File: src/design/sha1c_pkg.sv
// Shared constants and round functions of the SHA-1 block compression unit.
package sha1c_pkg;

   localparam int WORD_W      = 32;
   localparam int BLOCK_WORDS = 16;
   localparam int ROUND_COUNT = 80;
   localparam int ADDR_W      = $clog2(BLOCK_WORDS);
   localparam int ROUND_W     = $clog2(ROUND_COUNT);

   localparam logic OP_CLEAR = 1'b0;
   localparam logic OP_WORD  = 1'b1;

   localparam logic [WORD_W-1:0] K_CH  = 32'h5a827999;
   localparam logic [WORD_W-1:0] K_P1  = 32'h6ed9eba1;
   localparam logic [WORD_W-1:0] K_MAJ = 32'h8f1bbcdc;
   localparam logic [WORD_W-1:0] K_P3  = 32'hca62c1d6;

   typedef logic [WORD_W-1:0] word_type;

   function automatic word_type rotl(input word_type v, input int n);
      rotl = word_type'((v << n) | (v >> (WORD_W - n)));
   endfunction

   // Round function and constant, chosen by the round's group of twenty.
   function automatic word_type round_f(input logic [ROUND_W-1:0] t,
                                        input word_type b, input word_type c,
                                        input word_type d);
      if (t < ROUND_W'(20))
         round_f = (b & c) | (~b & d);
      else if (t < ROUND_W'(40))
         round_f = b ^ c ^ d;
      else if (t < ROUND_W'(60))
         round_f = (b & c) | (b & d) | (c & d);
      else
         round_f = b ^ c ^ d;
   endfunction

   function automatic word_type round_k(input logic [ROUND_W-1:0] t);
      if (t < ROUND_W'(20))
         round_k = K_CH;
      else if (t < ROUND_W'(40))
         round_k = K_P1;
      else if (t < ROUND_W'(60))
         round_k = K_MAJ;
      else
         round_k = K_P3;
   endfunction

endpackage

File: src/design/sha1c_ram.sv
// Generic RAM: one write port, two registered read ports.
module sha1c_ram #(
   parameter int WIDTH = 32,
   parameter int DEPTH = 16
) (
   input  logic                     clock,
   input  logic                     wr_en,
   input  logic [$clog2(DEPTH)-1:0] wr_addr,
   input  logic [WIDTH-1:0]         wr_data,
   input  logic [$clog2(DEPTH)-1:0] rd_addr_a,
   output logic [WIDTH-1:0]         rd_data_a,
   input  logic [$clog2(DEPTH)-1:0] rd_addr_b,
   output logic [WIDTH-1:0]         rd_data_b
);

   logic [WIDTH-1:0] mem_ff [DEPTH];

   always_ff @(posedge clock) begin
      if (wr_en)
         mem_ff[wr_addr] <= wr_data;
      rd_data_a <= mem_ff[rd_addr_a];
      rd_data_b <= mem_ff[rd_addr_b];
   end

endmodule

File: src/design/sha1_block_compression_unit.sv
// SHA-1 block compression unit: word collection, schedule RAM and round datapath.
// Flow: after a block's sixteenth word beat come the schedule read-ahead (ST_PREP),
// the 80 rounds (ST_ROUND) and one chaining add (ST_FINAL), which presents the result.
// No new word is taken while a block is being compressed; the round loop runs one round per
// cycle, fed by four schedule reads from two mirrored RAMs.
// Reset: chaining value and word count go to zero, no result pending; the schedule
// RAM is not cleared, as every entry is rewritten before a compression reads it.
module sha1_block_compression_unit (
   input  logic        clock,
   input  logic        reset,
   input  logic        req_valid,
   output logic        req_ready,
   input  logic        req_opcode,
   input  logic [31:0] req_message_word,
   output logic        rsp_valid,
   input  logic        rsp_ready,
   output logic [31:0] rsp_hash_h0,
   output logic [31:0] rsp_hash_h1,
   output logic [31:0] rsp_hash_h2,
   output logic [31:0] rsp_hash_h3,
   output logic [31:0] rsp_hash_h4
);

   localparam int AW = sha1c_pkg::ADDR_W;
   localparam int RW = sha1c_pkg::ROUND_W;

   // Sequencer codes
   localparam logic [1:0] ST_IDLE  = 2'd0;
   localparam logic [1:0] ST_PREP  = 2'd1;  // first schedule read in flight
   localparam logic [1:0] ST_ROUND = 2'd2;
   localparam logic [1:0] ST_FINAL = 2'd3;  // add into chaining value

   logic [1:0]    state_ff, state_in;
   logic [RW-1:0] round_ff, round_in;
   logic [AW-1:0] count_ff, count_in;
   logic          rsp_valid_ff, rsp_valid_in;

   sha1c_pkg::word_type chain_ff [5];
   sha1c_pkg::word_type chain_in [5];
   sha1c_pkg::word_type rsp_ff   [5];
   sha1c_pkg::word_type rsp_in   [5];
   sha1c_pkg::word_type a_ff, b_ff, c_ff, d_ff, e_ff;
   sha1c_pkg::word_type a_in, b_in, c_in, d_in, e_in;

   // Schedule RAM signals (two mirrored copies give four read ports)
   logic                wr_en;
   logic [AW-1:0]       wr_addr;
   sha1c_pkg::word_type wr_data;
   logic [AW-1:0]       rd_addr_a, rd_addr_b, rd_addr_c, rd_addr_d;
   sha1c_pkg::word_type rd_a, rd_b, rd_c, rd_d;

   logic                req_beat, rsp_beat, word_beat, last_word;
   logic [RW-1:0]       next_round;
   logic [AW-1:0]       nr_lo;
   sha1c_pkg::word_type w_cur, t_sum;

   sha1c_ram #(.WIDTH(sha1c_pkg::WORD_W), .DEPTH(sha1c_pkg::BLOCK_WORDS)) u_ram0 (
      .clock     (clock),
      .wr_en     (wr_en),
      .wr_addr   (wr_addr),
      .wr_data   (wr_data),
      .rd_addr_a (rd_addr_a),
      .rd_data_a (rd_a),
      .rd_addr_b (rd_addr_b),
      .rd_data_b (rd_b)
   );

   sha1c_ram #(.WIDTH(sha1c_pkg::WORD_W), .DEPTH(sha1c_pkg::BLOCK_WORDS)) u_ram1 (
      .clock     (clock),
      .wr_en     (wr_en),
      .wr_addr   (wr_addr),
      .wr_data   (wr_data),
      .rd_addr_a (rd_addr_c),
      .rd_data_a (rd_c),
      .rd_addr_b (rd_addr_d),
      .rd_data_b (rd_d)
   );

   // At the block-ending position any request, word or clear, waits while the previous digest is still untaken.
   assign req_ready = (state_ff == ST_IDLE) &&
                      !(rsp_valid_ff && (count_ff == AW'(sha1c_pkg::BLOCK_WORDS - 1)));
   assign req_beat  = req_valid && req_ready;
   assign rsp_beat  = rsp_valid_ff && rsp_ready;
   assign word_beat = req_beat && (req_opcode == sha1c_pkg::OP_WORD);
   assign last_word = word_beat && (count_ff == AW'(sha1c_pkg::BLOCK_WORDS - 1));

   // Read-ahead for the next round: W[t-3], W[t-8], W[t-14], W[t-16], all mod 16.
   // During rounds 0..15 port a simply fetches the collected word.
   assign next_round = (state_ff == ST_ROUND) ? RW'(round_ff + RW'(1)) : '0;
   assign nr_lo      = next_round[AW-1:0];
   assign rd_addr_a  = (next_round < RW'(sha1c_pkg::BLOCK_WORDS)) ? nr_lo
                                                                  : AW'(nr_lo + AW'(13));
   assign rd_addr_b  = AW'(nr_lo + AW'(8));
   assign rd_addr_c  = AW'(nr_lo + AW'(2));
   assign rd_addr_d  = nr_lo;

   // Current schedule word; expanded words are written back over W[t-16].
   always_comb begin
      if (round_ff < RW'(sha1c_pkg::BLOCK_WORDS))
         w_cur = rd_a;
      else
         w_cur = sha1c_pkg::rotl(rd_a ^ rd_b ^ rd_c ^ rd_d, 1);
   end

   always_comb begin
      wr_en   = 1'b0;
      wr_addr = count_ff;
      wr_data = req_message_word;
      if (word_beat) begin
         wr_en = 1'b1;
      end else if ((state_ff == ST_ROUND) &&
                   (round_ff >= RW'(sha1c_pkg::BLOCK_WORDS))) begin
         wr_en   = 1'b1;
         wr_addr = round_ff[AW-1:0];
         wr_data = w_cur;
      end
   end

   assign t_sum = sha1c_pkg::word_type'(sha1c_pkg::rotl(a_ff, 5)
                  + sha1c_pkg::round_f(round_ff, b_ff, c_ff, d_ff)
                  + e_ff + w_cur + sha1c_pkg::round_k(round_ff));

   always_comb begin
      state_in     = state_ff;
      round_in     = round_ff;
      count_in     = count_ff;
      rsp_valid_in = rsp_valid_ff;
      chain_in     = chain_ff;
      rsp_in       = rsp_ff;
      a_in = a_ff;
      b_in = b_ff;
      c_in = c_ff;
      d_in = d_ff;
      e_in = e_ff;

      if (rsp_beat)
         rsp_valid_in = 1'b0;

      unique case (state_ff)
         ST_IDLE: begin
            if (req_beat) begin
               if (req_opcode == sha1c_pkg::OP_CLEAR) begin
                  count_in = '0;
                  for (int i = 0; i < 5; i++)
                     chain_in[i] = '0;
               end else begin
                  count_in = AW'(count_ff + AW'(1));
                  if (last_word)
                     state_in = ST_PREP;
               end
            end
         end
         ST_PREP: begin
            a_in     = chain_ff[0];
            b_in     = chain_ff[1];
            c_in     = chain_ff[2];
            d_in     = chain_ff[3];
            e_in     = chain_ff[4];
            round_in = '0;
            state_in = ST_ROUND;
         end
         ST_ROUND: begin
            a_in     = t_sum;
            b_in     = a_ff;
            c_in     = sha1c_pkg::rotl(b_ff, 30);
            d_in     = c_ff;
            e_in     = d_ff;
            round_in = next_round;
            if (round_ff == RW'(sha1c_pkg::ROUND_COUNT - 1))
               state_in = ST_FINAL;
         end
         ST_FINAL: begin
            chain_in[0] = sha1c_pkg::word_type'(chain_ff[0] + a_ff);
            chain_in[1] = sha1c_pkg::word_type'(chain_ff[1] + b_ff);
            chain_in[2] = sha1c_pkg::word_type'(chain_ff[2] + c_ff);
            chain_in[3] = sha1c_pkg::word_type'(chain_ff[3] + d_ff);
            chain_in[4] = sha1c_pkg::word_type'(chain_ff[4] + e_ff);
            rsp_in       = chain_in;
            rsp_valid_in = 1'b1;
            state_in     = ST_IDLE;
         end
         default: state_in = ST_IDLE;
      endcase
   end

   always_ff @(posedge clock) begin
      if (reset) begin
         state_ff     <= ST_IDLE;
         round_ff     <= '0;
         count_ff     <= '0;
         rsp_valid_ff <= 1'b0;
         for (int i = 0; i < 5; i++)
            chain_ff[i] <= '0;
      end else begin
         state_ff     <= state_in;
         round_ff     <= round_in;
         count_ff     <= count_in;
         rsp_valid_ff <= rsp_valid_in;
         chain_ff     <= chain_in;
      end
   end

   // Working variables and digest hold, no reset needed
   always_ff @(posedge clock) begin
      a_ff   <= a_in;
      b_ff   <= b_in;
      c_ff   <= c_in;
      d_ff   <= d_in;
      e_ff   <= e_in;
      rsp_ff <= rsp_in;
   end

   assign rsp_valid   = rsp_valid_ff;
   assign rsp_hash_h0 = rsp_ff[0];
   assign rsp_hash_h1 = rsp_ff[1];
   assign rsp_hash_h2 = rsp_ff[2];
   assign rsp_hash_h3 = rsp_ff[3];
   assign rsp_hash_h4 = rsp_ff[4];

endmodule

File: config.mk
export PLATFORM = sky130hd
export DESIGN_NAME = sha1_block_compression_unit
export DESIGN_NICKNAME = d
export VERILOG_FILES = /design/src/design/sha1c_pkg.sv /design/src/design/sha1c_ram.sv /design/src/design/sha1_block_compression_unit.sv
export SDC_FILE = /design/constraint.sdc
export NUM_CORES = 2
export LEC_CHECK = 0
export BUFFER_PORTS_ARGS = -buffer_cell sky130_fd_sc_hd__clkbuf_2
export CORE_ASPECT_RATIO = 0.8
export CORE_MARGIN = 2
export CORE_UTILIZATION = 60
export DETAILED_ROUTE_END_ITERATION = 7
export PLACE_DENSITY = 0.77
export REMOVE_ABC_BUFFERS = 1
export SLEW_MARGIN = 0
export SYNTH_ARGS = -nofsm -noshare
export SYNTH_HDL_FRONTEND = slang
export SYNTH_SLANG_ARGS = --single-unit
File: constraint.sdc
create_clock -name clock -period 9.2 [get_ports clock]
set_input_delay 0.46 -clock clock [delete_from_list [all_inputs] [get_ports clock]]
set_output_delay 0.46 -clock clock [all_outputs]
set_load 0.05 [all_outputs]
==> impl_metrics.yaml <==
power:
  ir_worst_vdd_uv: 172
  power_density_nw_per_um2: 216
  p_comb_share_pct: 26.9
  p_int_uw: 10100
  pwr-share-clk_pct: 32.3
  p_sw_uw: 4710
  seqPwrFrac_pct: 40.8
  swShare_pct: 31.7
  leakagePower_uw: 0.0258
grt:
  grt_max_degree: 145
  antenna_found_initial: 6
  grt_pass1_vias: 43100
  grt-ovfl-total: 0
  grt_pass1_wl_um: 265000
  grt_usage_pct: 33.3
synth:
  yosys.area.top_type_share_pct: 40.0
  synth_cells: 4935
  ys_warn_count: 0
  yosysSeqAreaShare_pct: 49.7
  avgSynthCellArea_um2: 12.6
  synth.most_common_cell: "edfxtp_1"
  synth_area_leader_cell: "edfxtp_1"
  synth.area.top_cells: "edfxtp_1, mux4_2, dfxtp_1"
  synth_enable_flop_cells: 832
  ys_ff_latch: 1134
  syn_area_um2: 62400
  synth_cell_types: 99
  synthArstFlopShare_pct: 0
  synth_ff_type: "edfxtp_1"
  yosys-top-cells-count: "edfxtp_1, nand2_1, dfxtp_1"
die:
  io-pin-count: 199
  die_height_um: 292
  core-area_um2: 103000
  start_util_pct: 60.7
  rows: 105
  fp.dieW_um: 365
  die-area_um2: 107000
sta:
  finalCritPeriodShare_pct: 81.4
  final.setup_skew_ns: 0.0313
  fmax_mhz: 133
  slew_headroom_pct: 10.9
  hold_violations: 0
  worstMarginPinSlew_ns: 1.34
  timing.final.ws_setup_ns: 1.71
  period_minus_slack_ns: 7.49
  rsz0062_at_grt: "no"
  slew_viol_final: 0
  setup_viol: 0
placement:
  dp_hpwl_um: 114000
  dpl_worst_slack_ns: 1.73
  gp_congestion: 0.957
  io_buffer_count: 198
  dpl_cell_area_um2: 64900
worst_setup_path:
  path_class: "flip-flop to flip-flop"
  start_kind: "flip-flop"
  arrival_ns: 8.04
  cp.required_ns: 9.75
  critical_path_peak_fanout: 27
  endpoint_kind: "flip-flop"
routing:
  viasPerCell: 6.76
  drc_errors: 0
  route.final.wire_length_um: 178000
  dr.pass1.iters: 6
  drt-initial-drc-count: 6096
  ant_nets: 0
  avgRoutedWirePerCell_um: 27.2
  vias: 44300
clock_tree:
  cts_tree: "built"
  cts_root_buf: "clkbuf_16"
  clk_latency_ns: 0.76
  clk_pin_slew_ns: 0.07
  post_cts_buffers: 0
  cts_buffers: 111
  numClockSinks: 1134
  clockBufferDepth: 3
  cts-htree-levels: 3
layout:
  fin_area_um2: 68800
  nNetsFinal: 5415
  fill_cells: 7290
  drive_gt1_share_pct: 19.5
  syn_to_final_growth_pct: 10.2
job:
  maxCapViolCount: 0
worst_hold_path:
  worstHoldPathType: "primary input to flip-flop"
status:
  status: "finished, final reports clean"
==> kinds of logic after synthesis <==
| family | Yosys count | share of synthesized area (%) |
|---|---|---|
| simple gates | 1178 | 8.37 |
| flops | 1134 | 49.7 |
| compound gates | 941 | 10.4 |
| mux | 659 | 16.9 |
| buf+inv | 420 | 2.69 |
| fa+ha+maj | 327 | 8.06 |
| xor+xnor | 276 | 3.87 |
==> metal layers <==
| layer | GRT usage (%) | part of all wire, % | vias up |
|---|---|---|---|
| li1 | - | - | 19100 |
| met1 | 45.8 | 38 | 21800 |
| met2 | 50.9 | 45 | 2890 |
| met3 | 8.15 | 12 | 550 |
| met4 | 14.2 | 4.8 | 8 |
| met5 | 0 | 0.032 | - |
==> path summary, 6_finish.rpt <==
kind                              startpoint           end  slack [ns]  cells after the start
worst max-delay path             round_ff[2]      a_ff[29]        1.71                     24
worst min-delay path              req_opcode   count_ff[1]        0.09                      3
worst max register to register   round_ff[2]      a_ff[29]        1.71                     24
worst min register to register  chain_ff[99]  chain_ff[99]        0.47                      2
==> critical path, cell delays in order (launching register included) <==
cell and delay, ns:
dfxtp_1 0.42, nand2_1 0.15, nor2_1 0.08, nor2_1 0.65
nand2_1 0.65, inv_2 0.62, nor2_2 0.07, buf_4 0.25
a221oi_1 0.46, fa_1 0.50, fa_1 0.46, inv_1 0.06
ha_1 0.17, inv_1 0.07, fa_1 0.47, nor2b_1 0.15
o21ai_1 0.09, a21boi_1 0.34, o311ai_2 0.21, o211ai_1 0.30
nand3_1 0.23, a221oi_1 0.35, o21ai_0 0.14, and3_1 0.20
o31ai_1 0.20
==> cell type report <==
cell class | count | area (um2) | area share [%]
sequential | 1134 | 31000 | 45.1
multi-input combinational | 3381 | 30000 | 43.6
clock buffer | 147 | 3100 | 4.50
tap | 1391 | 1740 | 2.53
timing repair buffer | 267 | 1550 | 2.26
clock inverter | 65 | 768 | 1.12
inverter | 156 | 596 | 0.866
antenna | 3 | 7.51 | 0.0109
==> repair_timing <==
item / in CTS / in global routing
hold endpoints to repair: 1 / 0
hold buffers: 1 / 0
gates resized for setup: 0 / 0
==> power by group through the flow <==
stage / clock (uW) / combinational, uW / sequential (uW)
floorplan: 0 / 2980 / 6020
global placement: 0 / 3820 / 6130
detailed placement: 0 / 3890 / 6140
CTS: 4830 / 3930 / 6030
global route: 5020 / 4420 / 6060
finish: 4790 / 3990 / 6050
==> cells in the final DEF, fill, tap and decap left out, types with 15 or more instances in the layout <==
cell       Yosys  routed
a22oi_1       55      55
mux2_2       176     175
a221o_1       24      24
o21ai_0      109     109
nor2_4         1      20
a22o_1        78      78
xnor2_1      218     216
fa_1         125     125
mux4_2       296     296
xor2_1        58      58
mux2i_1      187     186
nor3_1        43      42
dfxtp_1      302     302
edfxtp_1     832     832
o21bai_1      20      20
a31oi_1       42      42
nand2_1      557     555
clkbuf_16      0     113
nand3_1      151     150
nand2b_1      22      22
ha_1         202     198
o21a_1        29      28
a311oi_1      29      29
clkinv_2       0      24
nand4_1       47      47
o22ai_1       30      28
a211oi_1      16      16
buf_4          4      66
and3_1        36      36
nor2_1       233     215
a21oi_1      202     200
nor2b_1       21      21
clkbuf_2       0     197
a21o_1        99      99
a32oi_1       24      24
inv_1        151     151
clkbuf_1     167      20
o21ai_1       62      59
a221oi_1      15      15
==> registers in the layout, summed over array words and instances (netlist names) <==
| name | cells |
|---|---|
| b_ff | 32 |
| u_ram1.rd_data_b | 32 |
| rsp_hash_h0 | 32 |
| rsp_valid | 1 |
| d_ff | 32 |
| rsp_hash_h1 | 32 |
| rsp_hash_h3 | 32 |
| round_ff | 7 |
| a_ff | 32 |
| rsp_hash_h4 | 32 |
| u_ram1.mem_ff | 512 |
| u_ram0.rd_data_a | 32 |
| c_ff | 32 |
| u_ram1.rd_data_a | 32 |
| e_ff | 32 |
| count_ff | 4 |
| rsp_hash_h2 | 32 |
| chain_ff | 160 |
| u_ram0.rd_data_b | 32 |
| state_ff | 2 |
==> through the flow <==
stage	utilization [%]	hold WS, ns	instances	power (uW)	setup TNS, ns
CTS	66.9	0.0480	6541	14800	0
detailed placement	63.1	0.467	6328	10000	0
floorplan	-	0.441	4671	9000	-1603.20
finish	66.9	0.0912	6544	14800	0
global route	66.9	0.0703	6541	15500	0
global placement	63.1	0.459	6328	9950	0
Note: power is estimated with default switching activity, not from simulation.
